--- src/rtl/mcld_pkg.sv ---
// Shared types and constants for the motor command line decoder.
package mcld_pkg;

    localparam int SPEED_LIMIT = 9999;
    localparam int SPEED_W = 15;
    localparam int USPEED_W = 14;
    localparam int IDLE_W = 17;
    localparam int PADDR_W = 3;
    localparam int PDATA_W = 32;

    localparam logic [IDLE_W-1:0] IDLE_MAX = {IDLE_W{1'b1}};

    localparam logic [15:0] TIMEOUT_RESET = 16'd10000;
    localparam logic [7:0]  NEUTRAL_RESET = 8'd90;

    localparam logic [7:0] CH_L       = 8'h4C;
    localparam logic [7:0] CH_R       = 8'h52;
    localparam logic [7:0] CH_A       = 8'h41;
    localparam logic [7:0] CH_D       = 8'h64;
    localparam logic [7:0] CH_NEWLINE = 8'h0A;
    localparam logic [7:0] CH_TAB     = 8'h09;
    localparam logic [7:0] CH_VTAB    = 8'h0B;
    localparam logic [7:0] CH_FFEED   = 8'h0C;
    localparam logic [7:0] CH_CR      = 8'h0D;
    localparam logic [7:0] CH_SPACE   = 8'h20;
    localparam logic [7:0] CH_PLUS    = 8'h2B;
    localparam logic [7:0] CH_MINUS   = 8'h2D;
    localparam logic [7:0] CH_ZERO    = 8'h30;
    localparam logic [7:0] CH_NINE    = 8'h39;

    localparam logic KIND_BYTE = 1'b0;
    localparam logic KIND_TICK = 1'b1;

    localparam logic [1:0] CAUSE_LINE    = 2'd0;
    localparam logic [1:0] CAUSE_DISARM  = 2'd1;
    localparam logic [1:0] CAUSE_TIMEOUT = 2'd2;
    localparam logic [1:0] CAUSE_UNUSED  = 2'd3;

    typedef enum logic [1:0] {
        FIELD_NONE = 2'd0,
        FIELD_L    = 2'd1,
        FIELD_R    = 2'd2,
        FIELD_A    = 2'd3
    } field_t;

    typedef enum logic {
        REG_LINK_TIMEOUT = 1'b0,
        REG_NEUTRAL_SPEED = 1'b1
    } reg_index_t;

    typedef struct packed {
        logic       kind;
        logic [7:0] rx_byte;
    } in_item_t;

    typedef struct packed {
        logic signed [SPEED_W-1:0] speed_left;
        logic [USPEED_W-1:0]       speed_right;
        logic [USPEED_W-1:0]       speed_aux;
        logic [1:0]                cause;
    } out_item_t;

    typedef struct packed {
        logic [15:0] link_timeout_ticks;
        logic [7:0]  neutral_speed;
    } cfg_t;

endpackage

--- src/rtl/mcld_cfg.sv ---
// APB register file holding the link timeout and the neutral speed.
module mcld_cfg
    import mcld_pkg::*;
(
    input  logic               clk,
    input  logic               rst_n,
    input  logic               psel,
    input  logic               penable,
    input  logic               pwrite,
    input  logic [PADDR_W-1:0] paddr,
    input  logic [PDATA_W-1:0] pwdata,
    output logic [PDATA_W-1:0] prdata,
    output logic               pready,
    output cfg_t               cfg
);

    cfg_t       cfg_reg;
    cfg_t       cfg_next;
    reg_index_t reg_index;
    logic       write_en;

    assign pready    = 1'b1;
    assign reg_index = reg_index_t'(paddr[2]);
    assign write_en  = psel && penable && pwrite;
    assign cfg       = cfg_reg;

    always_comb
    begin
        cfg_next = cfg_reg;
        if (write_en)
        begin
            unique case (reg_index)
                REG_LINK_TIMEOUT:  cfg_next.link_timeout_ticks = pwdata[15:0];
                REG_NEUTRAL_SPEED: cfg_next.neutral_speed = pwdata[7:0];
                default:           cfg_next = cfg_reg;
            endcase
        end
    end

    always_comb
    begin
        unique case (reg_index)
            REG_LINK_TIMEOUT:  prdata = {16'd0, cfg_reg.link_timeout_ticks};
            REG_NEUTRAL_SPEED: prdata = {24'd0, cfg_reg.neutral_speed};
            default:           prdata = '0;
        endcase
    end

    always_ff @(posedge clk or negedge rst_n)
    begin
        if (!rst_n)
        begin
            cfg_reg.link_timeout_ticks <= TIMEOUT_RESET;
            cfg_reg.neutral_speed <= NEUTRAL_RESET;
        end
        else
        begin
            cfg_reg <= cfg_next;
        end
    end

endmodule

--- src/rtl/mcld_core.sv ---
// Per-item line parser, speed stores and link timeout counter.
module mcld_core
    import mcld_pkg::*;
(
    input  logic      clk,
    input  logic      rst_n,
    input  logic      accept,
    input  in_item_t  item,
    input  cfg_t      cfg,
    output logic      res_valid,
    output out_item_t res_item
);

    localparam int ACC_W = $clog2(SPEED_LIMIT + 1);
    localparam logic [ACC_W+3:0] LIMIT_WIDE = (ACC_W + 4)'(SPEED_LIMIT);
    localparam logic [ACC_W-1:0] LIMIT_ACC = ACC_W'(SPEED_LIMIT);

    logic signed [SPEED_W-1:0] left_reg, left_next, left_close;
    logic [USPEED_W-1:0]       right_reg, right_next, right_close;
    logic [USPEED_W-1:0]       aux_reg, aux_next, aux_close;
    logic [2:0]                seen_reg, seen_next;
    field_t                    field_reg, field_next;
    logic                      phase_reg, phase_next;
    logic                      neg_reg, neg_next;
    logic [ACC_W-1:0]          acc_reg, acc_next, acc_digit;
    logic [1:0]                len_reg, len_next;
    logic                      first_d_reg, first_d_next;
    logic [IDLE_W-1:0]         idle_reg, idle_next, idle_inc;
    logic                      timed_out_reg, timed_out_next;

    logic [7:0]                ch;
    logic                      is_digit;
    logic                      is_space;
    logic                      is_letter;
    field_t                    letter_field;
    logic [2:0]                letter_bit;
    logic [ACC_W+3:0]          acc_sum;
    logic signed [SPEED_W-1:0] acc_signed;
    logic [SPEED_W-1:0]        neutral_s;
    logic [USPEED_W-1:0]       neutral_u;

    assign ch        = item.rx_byte;
    assign is_digit  = (ch >= CH_ZERO) && (ch <= CH_NINE);
    assign is_space  = (ch == CH_SPACE) || (ch == CH_TAB) || (ch == CH_VTAB)
                       || (ch == CH_FFEED) || (ch == CH_CR);
    assign is_letter = (ch == CH_L) || (ch == CH_R) || (ch == CH_A);
    assign neutral_s = {{(SPEED_W-8){1'b0}}, cfg.neutral_speed};
    assign neutral_u = {{(USPEED_W-8){1'b0}}, cfg.neutral_speed};

    always_comb
    begin
        unique case (ch)
            CH_L:    letter_field = FIELD_L;
            CH_R:    letter_field = FIELD_R;
            default: letter_field = FIELD_A;
        endcase
    end

    always_comb
    begin
        unique case (letter_field)
            FIELD_L: letter_bit = 3'b001;
            FIELD_R: letter_bit = 3'b010;
            FIELD_A: letter_bit = 3'b100;
            default: letter_bit = 3'b000;
        endcase
    end

    // Decimal shift-in of the next digit, saturating at the speed limit.
    assign acc_sum   = {acc_reg, 3'b000} + {2'b00, acc_reg, 1'b0}
                       + {{ACC_W{1'b0}}, ch[3:0]};
    assign acc_digit = (acc_sum > LIMIT_WIDE) ? LIMIT_ACC : acc_sum[ACC_W-1:0];

    assign acc_signed = neg_reg ? -SPEED_W'(acc_reg) : SPEED_W'(acc_reg);

    // Store values as they stand once the open field is closed.
    always_comb
    begin
        left_close  = left_reg;
        right_close = right_reg;
        aux_close   = aux_reg;
        case (field_reg)
            FIELD_L: left_close = acc_signed;
            FIELD_R: right_close = USPEED_W'(acc_reg);
            FIELD_A: aux_close = USPEED_W'(acc_reg);
            default: ;
        endcase
    end

    assign idle_inc = (idle_reg == IDLE_MAX) ? idle_reg : idle_reg + 1'b1;

    always_comb
    begin
        left_next      = left_reg;
        right_next     = right_reg;
        aux_next       = aux_reg;
        seen_next      = seen_reg;
        field_next     = field_reg;
        phase_next     = phase_reg;
        neg_next       = neg_reg;
        acc_next       = acc_reg;
        len_next       = len_reg;
        first_d_next   = first_d_reg;
        idle_next      = idle_reg;
        timed_out_next = timed_out_reg;
        res_valid      = 1'b0;
        res_item       = '0;

        if (accept)
        begin
            if (item.kind == KIND_TICK)
            begin
                idle_next = idle_inc;
                if ((idle_inc > {1'b0, cfg.link_timeout_ticks}) && !timed_out_reg)
                begin
                    timed_out_next       = 1'b1;
                    res_valid            = 1'b1;
                    res_item.speed_left  = neutral_s;
                    res_item.speed_right = neutral_u;
                    res_item.speed_aux   = neutral_u;
                    res_item.cause       = CAUSE_TIMEOUT;
                end
            end
            else
            begin
                idle_next      = '0;
                timed_out_next = 1'b0;
                if (ch == CH_NEWLINE)
                begin
                    res_valid = 1'b1;
                    if ((len_reg == 2'd1) && first_d_reg)
                    begin
                        left_next      = neutral_s;
                        right_next     = neutral_u;
                        aux_next       = neutral_u;
                        res_item.cause = CAUSE_DISARM;
                    end
                    else
                    begin
                        left_next      = left_close;
                        right_next     = right_close;
                        aux_next       = aux_close;
                        res_item.cause = CAUSE_LINE;
                    end
                    res_item.speed_left  = left_next;
                    res_item.speed_right = right_next;
                    res_item.speed_aux   = aux_next;
                    seen_next    = '0;
                    field_next   = FIELD_NONE;
                    phase_next   = 1'b0;
                    neg_next     = 1'b0;
                    acc_next     = '0;
                    len_next     = '0;
                    first_d_next = 1'b0;
                end
                else
                begin
                    if (len_reg == 2'd0)
                    begin
                        first_d_next = (ch == CH_D);
                    end
                    if (len_reg != 2'd2)
                    begin
                        len_next = len_reg + 1'b1;
                    end

                    if (is_letter)
                    begin
                        left_next  = left_close;
                        right_next = right_close;
                        aux_next   = aux_close;
                        field_next = FIELD_NONE;
                        if ((seen_reg & letter_bit) == 3'b000)
                        begin
                            seen_next  = seen_reg | letter_bit;
                            field_next = letter_field;
                            acc_next   = '0;
                            phase_next = 1'b0;
                            neg_next   = 1'b0;
                        end
                    end
                    else if (field_reg == FIELD_L && !phase_reg && is_space)
                    begin
                        // Leading white space before the sign is skipped.
                    end
                    else if (field_reg == FIELD_L && !phase_reg && ch == CH_PLUS)
                    begin
                        phase_next = 1'b1;
                    end
                    else if (field_reg == FIELD_L && !phase_reg && ch == CH_MINUS)
                    begin
                        phase_next = 1'b1;
                        neg_next   = 1'b1;
                    end
                    else if (field_reg != FIELD_NONE && is_digit)
                    begin
                        phase_next = 1'b1;
                        acc_next   = acc_digit;
                    end
                    else if (field_reg != FIELD_NONE)
                    begin
                        left_next  = left_close;
                        right_next = right_close;
                        aux_next   = aux_close;
                        field_next = FIELD_NONE;
                    end
                end
            end
        end
    end

    always_ff @(posedge clk or negedge rst_n)
    begin
        if (!rst_n)
        begin
            left_reg      <= '0;
            right_reg     <= '0;
            aux_reg       <= '0;
            seen_reg      <= '0;
            field_reg     <= FIELD_NONE;
            phase_reg     <= 1'b0;
            neg_reg       <= 1'b0;
            acc_reg       <= '0;
            len_reg       <= '0;
            first_d_reg   <= 1'b0;
            idle_reg      <= '0;
            timed_out_reg <= 1'b0;
        end
        else
        begin
            left_reg      <= left_next;
            right_reg     <= right_next;
            aux_reg       <= aux_next;
            seen_reg      <= seen_next;
            field_reg     <= field_next;
            phase_reg     <= phase_next;
            neg_reg       <= neg_next;
            acc_reg       <= acc_next;
            len_reg       <= len_next;
            first_d_reg   <= first_d_next;
            idle_reg      <= idle_next;
            timed_out_reg <= timed_out_next;
        end
    end

endmodule

--- src/rtl/mcld_obuf.sv ---
// Two-entry result buffer: an output register backed by one skid register.
module mcld_obuf
    import mcld_pkg::*;
(
    input  logic      clk,
    input  logic      rst_n,
    input  logic      push,
    input  out_item_t push_item,
    output logic      full,
    output logic      out_valid,
    input  logic      out_ready,
    output out_item_t out_item
);

    logic      out_valid_reg, out_valid_next;
    logic      skid_valid_reg, skid_valid_next;
    out_item_t out_item_reg, out_item_next;
    out_item_t skid_item_reg, skid_item_next;

    assign full      = skid_valid_reg;
    assign out_valid = out_valid_reg;
    assign out_item  = out_item_reg;

    always_comb
    begin
        out_valid_next  = out_valid_reg;
        out_item_next   = out_item_reg;
        skid_valid_next = skid_valid_reg;
        skid_item_next  = skid_item_reg;
        if (!out_valid_reg || out_ready)
        begin
            if (skid_valid_reg)
            begin
                out_valid_next  = 1'b1;
                out_item_next   = skid_item_reg;
                skid_valid_next = 1'b0;
            end
            else
            begin
                out_valid_next = push;
                out_item_next  = push_item;
            end
        end
        else if (push)
        begin
            skid_valid_next = 1'b1;
            skid_item_next  = push_item;
        end
    end

    always_ff @(posedge clk or negedge rst_n)
    begin
        if (!rst_n)
        begin
            out_valid_reg  <= 1'b0;
            skid_valid_reg <= 1'b0;
        end
        else
        begin
            out_valid_reg  <= out_valid_next;
            skid_valid_reg <= skid_valid_next;
        end
    end

    always_ff @(posedge clk)
    begin
        out_item_reg  <= out_item_next;
        skid_item_reg <= skid_item_next;
    end

endmodule

--- src/rtl/motor_command_line_decoder.sv ---
// Top level of the motor command line decoder.
// The block takes one item per clock cycle while in_ready is high, either a
// received byte or a time tick, and turns newline-ended lines such as
// L-120R40A7 into three stored motor speeds; each newline yields one result
// with all three speeds, a line of just "d" sets all three to the neutral
// speed, and a run of ticks longer than link_timeout_ticks yields one neutral
// result. Each item is parsed in the cycle it is accepted; its result, if any,
// is registered into the output register, or into the skid register behind
// it while one result waits, which keeps input accepted; in_ready drops only
// when two results are pending. Registers: link_timeout_ticks at byte address
// 0 and neutral_speed at byte address 4, both readable.
module motor_command_line_decoder
    import mcld_pkg::*;
(
    input  logic               clk,
    input  logic               rst_n,
    input  logic               in_valid,
    output logic               in_ready,
    input  in_item_t           in_item,
    output logic               out_valid,
    input  logic               out_ready,
    output out_item_t          out_item,
    input  logic               psel,
    input  logic               penable,
    input  logic               pwrite,
    input  logic [PADDR_W-1:0] paddr,
    input  logic [PDATA_W-1:0] pwdata,
    output logic [PDATA_W-1:0] prdata,
    output logic               pready
);

    cfg_t      cfg;
    logic      accept;
    logic      buf_full;
    logic      res_valid;
    out_item_t res_item;

    assign in_ready = !buf_full;
    assign accept   = in_valid && in_ready;

    mcld_cfg u_cfg (
        .clk     (clk),
        .rst_n   (rst_n),
        .psel    (psel),
        .penable (penable),
        .pwrite  (pwrite),
        .paddr   (paddr),
        .pwdata  (pwdata),
        .prdata  (prdata),
        .pready  (pready),
        .cfg     (cfg)
    );

    mcld_core u_core (
        .clk       (clk),
        .rst_n     (rst_n),
        .accept    (accept),
        .item      (in_item),
        .cfg       (cfg),
        .res_valid (res_valid),
        .res_item  (res_item)
    );

    mcld_obuf u_obuf (
        .clk       (clk),
        .rst_n     (rst_n),
        .push      (res_valid),
        .push_item (res_item),
        .full      (buf_full),
        .out_valid (out_valid),
        .out_ready (out_ready),
        .out_item  (out_item)
    );

endmodule

--- config.mk ---
export PLATFORM = sky130hd
export DESIGN_NAME = motor_command_line_decoder
export DESIGN_NICKNAME = d
export VERILOG_FILES = /design/src/rtl/mcld_pkg.sv /design/src/rtl/mcld_cfg.sv /design/src/rtl/mcld_core.sv /design/src/rtl/mcld_obuf.sv /design/src/rtl/motor_command_line_decoder.sv
export SDC_FILE = /design/constraint.sdc
export NUM_CORES = 1
export LEC_CHECK = 0
export ABC_CLOCK_PERIOD_IN_PS = 6200
export BUFFER_PORTS_ARGS = -buffer_cell sky130_fd_sc_hd__buf_4
export CAP_MARGIN = 5
export CORE_MARGIN = 2
export CORE_UTILIZATION = 50
export DETAILED_ROUTE_END_ITERATION = 8
export GPL_TIMING_DRIVEN = 0
export PLACE_DENSITY = 0.7
export RECOVER_POWER = 100
export SYNTH_ARGS = -nofsm -noshare
export SYNTH_HDL_FRONTEND = slang
export SYNTH_SLANG_ARGS = --single-unit
--- constraint.sdc ---
create_clock -name clk -period 6.2 [get_ports clk]
set_input_delay 1.24 -clock clk [delete_from_list [all_inputs] [get_ports clk]]
set_output_delay 1.24 -clock clk [all_outputs]
set_load 0.05 [all_outputs]
==> impl_metrics.py <==
metrics = {
    "outcome": {
        "status": "finished with violations",
        "violations": "capacitance limit, slew limit",
    },
    "clocking": {
        "cts.sinks": 201,
        "clk_latency_ns": 0.51,
        "hold_buffers": 0,
        "cts_root_buf": "clkbuf_16",
        "cts_max_path_buffers": 3,
        "cts_tree": "built",
        "postCtsSetupBuffers": 0,
        "path_clk_slew_ns": 0.06,
        "cts_inserted_buffers": 22,
        "h-tree-depth": 1,
        "post_cts_resized": 0,
    },
    "grt": {
        "first_global_vias": 9013,
        "grt_max_degree": 90,
        "grt_usage_pct": 24.1,
        "grt.overflow.total": 0,
        "antenna_found_initial": 0,
        "grt_pass1_wl_mm": 47.6,
    },
    "place": {
        "io_buffers": 93,
        "hpwl_mm": 21.8,
        "gp_congestion": 0.932,
        "place_ws_ns": 1.52,
        "place_area_mm2": 0.0131,
    },
    "yosys": {
        "syn-cell-area_mm2": 0.0117,
        "synth_edf_count": 90,
        "yosysUniqueCellTypes": 82,
        "synth-seq-cells": 201,
        "async_flop_share_pct": 55.2,
        "synth_ff_type": "dfrtp_1",
        "syn-mean-instance-area_um2": 9.86,
        "synthCells": 1190,
        "yosys_warnings": 0,
        "ys_seq_area_share_pct": 46.8,
    },
    "cells_and_area": {
        "nFillCells": 2142,
        "seq_area_mm2": 0.00549,
        "postLayoutCoreUtil_pct": 57.5,
        "synthToLayoutAreaGrowth_pct": 13.9,
        "fin_area_mm2": 0.0134,
        "nets": 1432,
        "mostFrequentLayoutCell": "nand2_1",
        "drive_gt1_share_pct": 11.9,
        "num_antenna_cells": 0,
        "layout_common_cells": "183 x nand2_1, 127 x clkbuf_1, 102 x dfrtp_1",
        "multi_input_area_mm2": 0.00564,
    },
    "timing": {
        "setup_viol": 0,
        "fin_crit_sh_pct": 84.0,
        "tightest_slew_ns": 2.27,
        "fin_worst_skew_ns": 0.0136,
        "min_period_ns": 5.21,
        "hold_viol_final": 0,
        "worst_slack_ns": 0.989,
        "slew_viol_final": 130,
        "hold_ws_ns": 0.481,
        "slew_headroom_pct": -51.4,
        "rsz0062_at_grt": "false",
        "clock.fmax_ghz": 0.192,
    },
    "detailed_routing": {
        "dr.first_iter.drc_count": 698,
        "drtAntennaViolNets": 0,
        "drt-total-wl_mm": 29.8,
        "wl_per_cell_um": 17.9,
        "route.detailed.drc": 0,
        "viasPerCell": 5.74,
        "dr.pass1.iters": 5,
        "via_count": 9540,
    },
    "die": {
        "pin_count": 131,
        "dieArea_mm2": 0.0247,
        "core_region_area_mm2": 0.0233,
        "dieWidth_um": 157,
        "row_count": 56,
        "start_util_pct": 50.4,
        "die_h_um": 157,
    },
    "power_and_ir_drop": {
        "vdd_ir_drop_max_v": 0.000226,
        "leakage_nw": 5.90,
        "power.density_mw_per_mm2": 266,
    },
    "setup_path": {
        "start_kind": "flip-flop",
        "cp.required_ns": 6.41,
        "worstPathMaxFanout": 13,
        "path_class": "reg -> reg",
        "crit_arrival_ns": 5.42,
        "ff2ff_path_depth": 17,
        "cp-end-kind": "flip-flop",
    },
    "flow_run": {
        "drv_cap": 2,
    },
    "hold_path": {
        "worstHoldPathType": "reg -> reg",
        "hold_depth": 2,
    },
}
==> final timing paths <==
path,start,end,slack (ns)
worst min register to register,u_core.left_reg[14],u_core.left_reg[14],0.48
worst max-delay path,u_core.idle_reg[8],u_obuf.skid_item_reg[29],0.99
worst min-delay path,u_core.left_reg[14],u_core.left_reg[14],0.48
max in group asynchronous,rst_n,u_core.aux_reg[13],2.30
min in group asynchronous,rst_n,u_obuf.out_valid,1.02
worst max register to register,u_core.idle_reg[8],u_obuf.skid_item_reg[29],0.99
==> worst max-delay path, stage by stage (launching register included) <==
cell     delay [ns]
dfrtp_1        0.45
and3_1         0.26
and4_1         0.24
nand3_1        0.31
nor3b_1        0.53
and3_2         0.32
xor2_1         0.22
ha_1           0.28
nand4_1        0.10
nor4_1         0.07
a31oi_1        0.35
nand3_1        0.13
a21oi_1        0.18
nor2_1         0.08
nor3_2         0.73
buf_6          0.27
buf_6          0.19
buf_6          0.18
==> metrics by stage <==
step / power, mW / setup TNS (ns) / std cells
3_3_place_gp: 2.27 / -89.47 / 1617
6_report: 3.55 / 0 / 1662
5_1_grt: 3.70 / 0 / 1662
2_1_floorplan: 2.06 / -1.81 / 1205
3_5_place_dp: 2.29 / 0 / 1622
4_1_cts: 3.59 / 0 / 1662
==> layout make-up <==
type | instances | share of cell area, %
clock buffers | 27 | 4.49
multi-input cells | 874 | 42.2
well taps | 319 | 2.99
clock inverters | 13 | 0.861
repair buffers | 98 | 3.72
plain buffers | 93 | 3.61
flip-flops and latches | 201 | 41.1
inverters | 37 | 1.04
==> cell usage after synthesis (all sizes together), types with 7 or more instances <==
cell | n | area share [%]
nand2 | 183 | 5.9
o21ai | 104 | 4.5
dfrtp | 102 | 22
edfxtp | 90 | 23
nor2 | 80 | 2.6
a21oi | 58 | 2.7
clkbuf | 57 | 1.8
ha | 52 | 5.5
inv | 37 | 1.2
buf | 35 | 1.9
mux2 | 30 | 2.9
a21o | 29 | 1.9
mux2i | 29 | 2.5
o211ai | 26 | 1.7
o22ai | 18 | 0.96
a2bb2oi | 17 | 1.3
nand3 | 17 | 0.77
xor2 | 17 | 1.3
a22o | 14 | 1.1
xnor2 | 14 | 1.0
o31ai | 13 | 0.83
nor2b | 10 | 0.53
nor3 | 10 | 0.52
dfstp | 9 | 2.0
nand4 | 9 | 0.48
a22oi | 8 | 0.51
and3 | 8 | 0.43
nand2b | 8 | 0.43
a21boi | 7 | 0.45
a31oi | 7 | 0.50
o21a | 7 | 0.46
or2 | 7 | 0.37
==> logic make-up (layout without fill, tap and decap cells) <==
family          after synthesis  in the layout  share of synthesized area [%]
other cells                   2             17                         0.0640
mux                          59             59                           5.35
fa+ha+maj                    54             54                           5.89
flops                       201            201                           46.8
simple gates                363            363                           14.1
buf+inv                     130            268                           5.18
compound gates              350            350                           20.3
xor+xnor                     31             31                           2.31
==> routing by layer <==
| layer | wire length (µm) | vias up | track usage, % | part of all wire (%) |
|---|---|---|---|---|
| met3 | 1770 | 68 | 3.91 | 5.9 |
| met2 | 13300 | 328 | 37.1 | 45 |
| li1 | - | 4571 | - | - |
| met4 | 994 | 0 | 8.01 | 3.3 |
| met1 | 13800 | 4573 | 34.9 | 46 |
| met5 | 0 | - | 0 | 0 |
==> power breakdown <==
group	switching [mW]	internal, mW	leakage, nW	total [mW]
registers	0.0431	1.47	2.46	1.51
clock network	0.536	0.771	0.357	1.31
logic	0.491	0.244	3.08	0.735
Power figures use the tool's default switching activity.
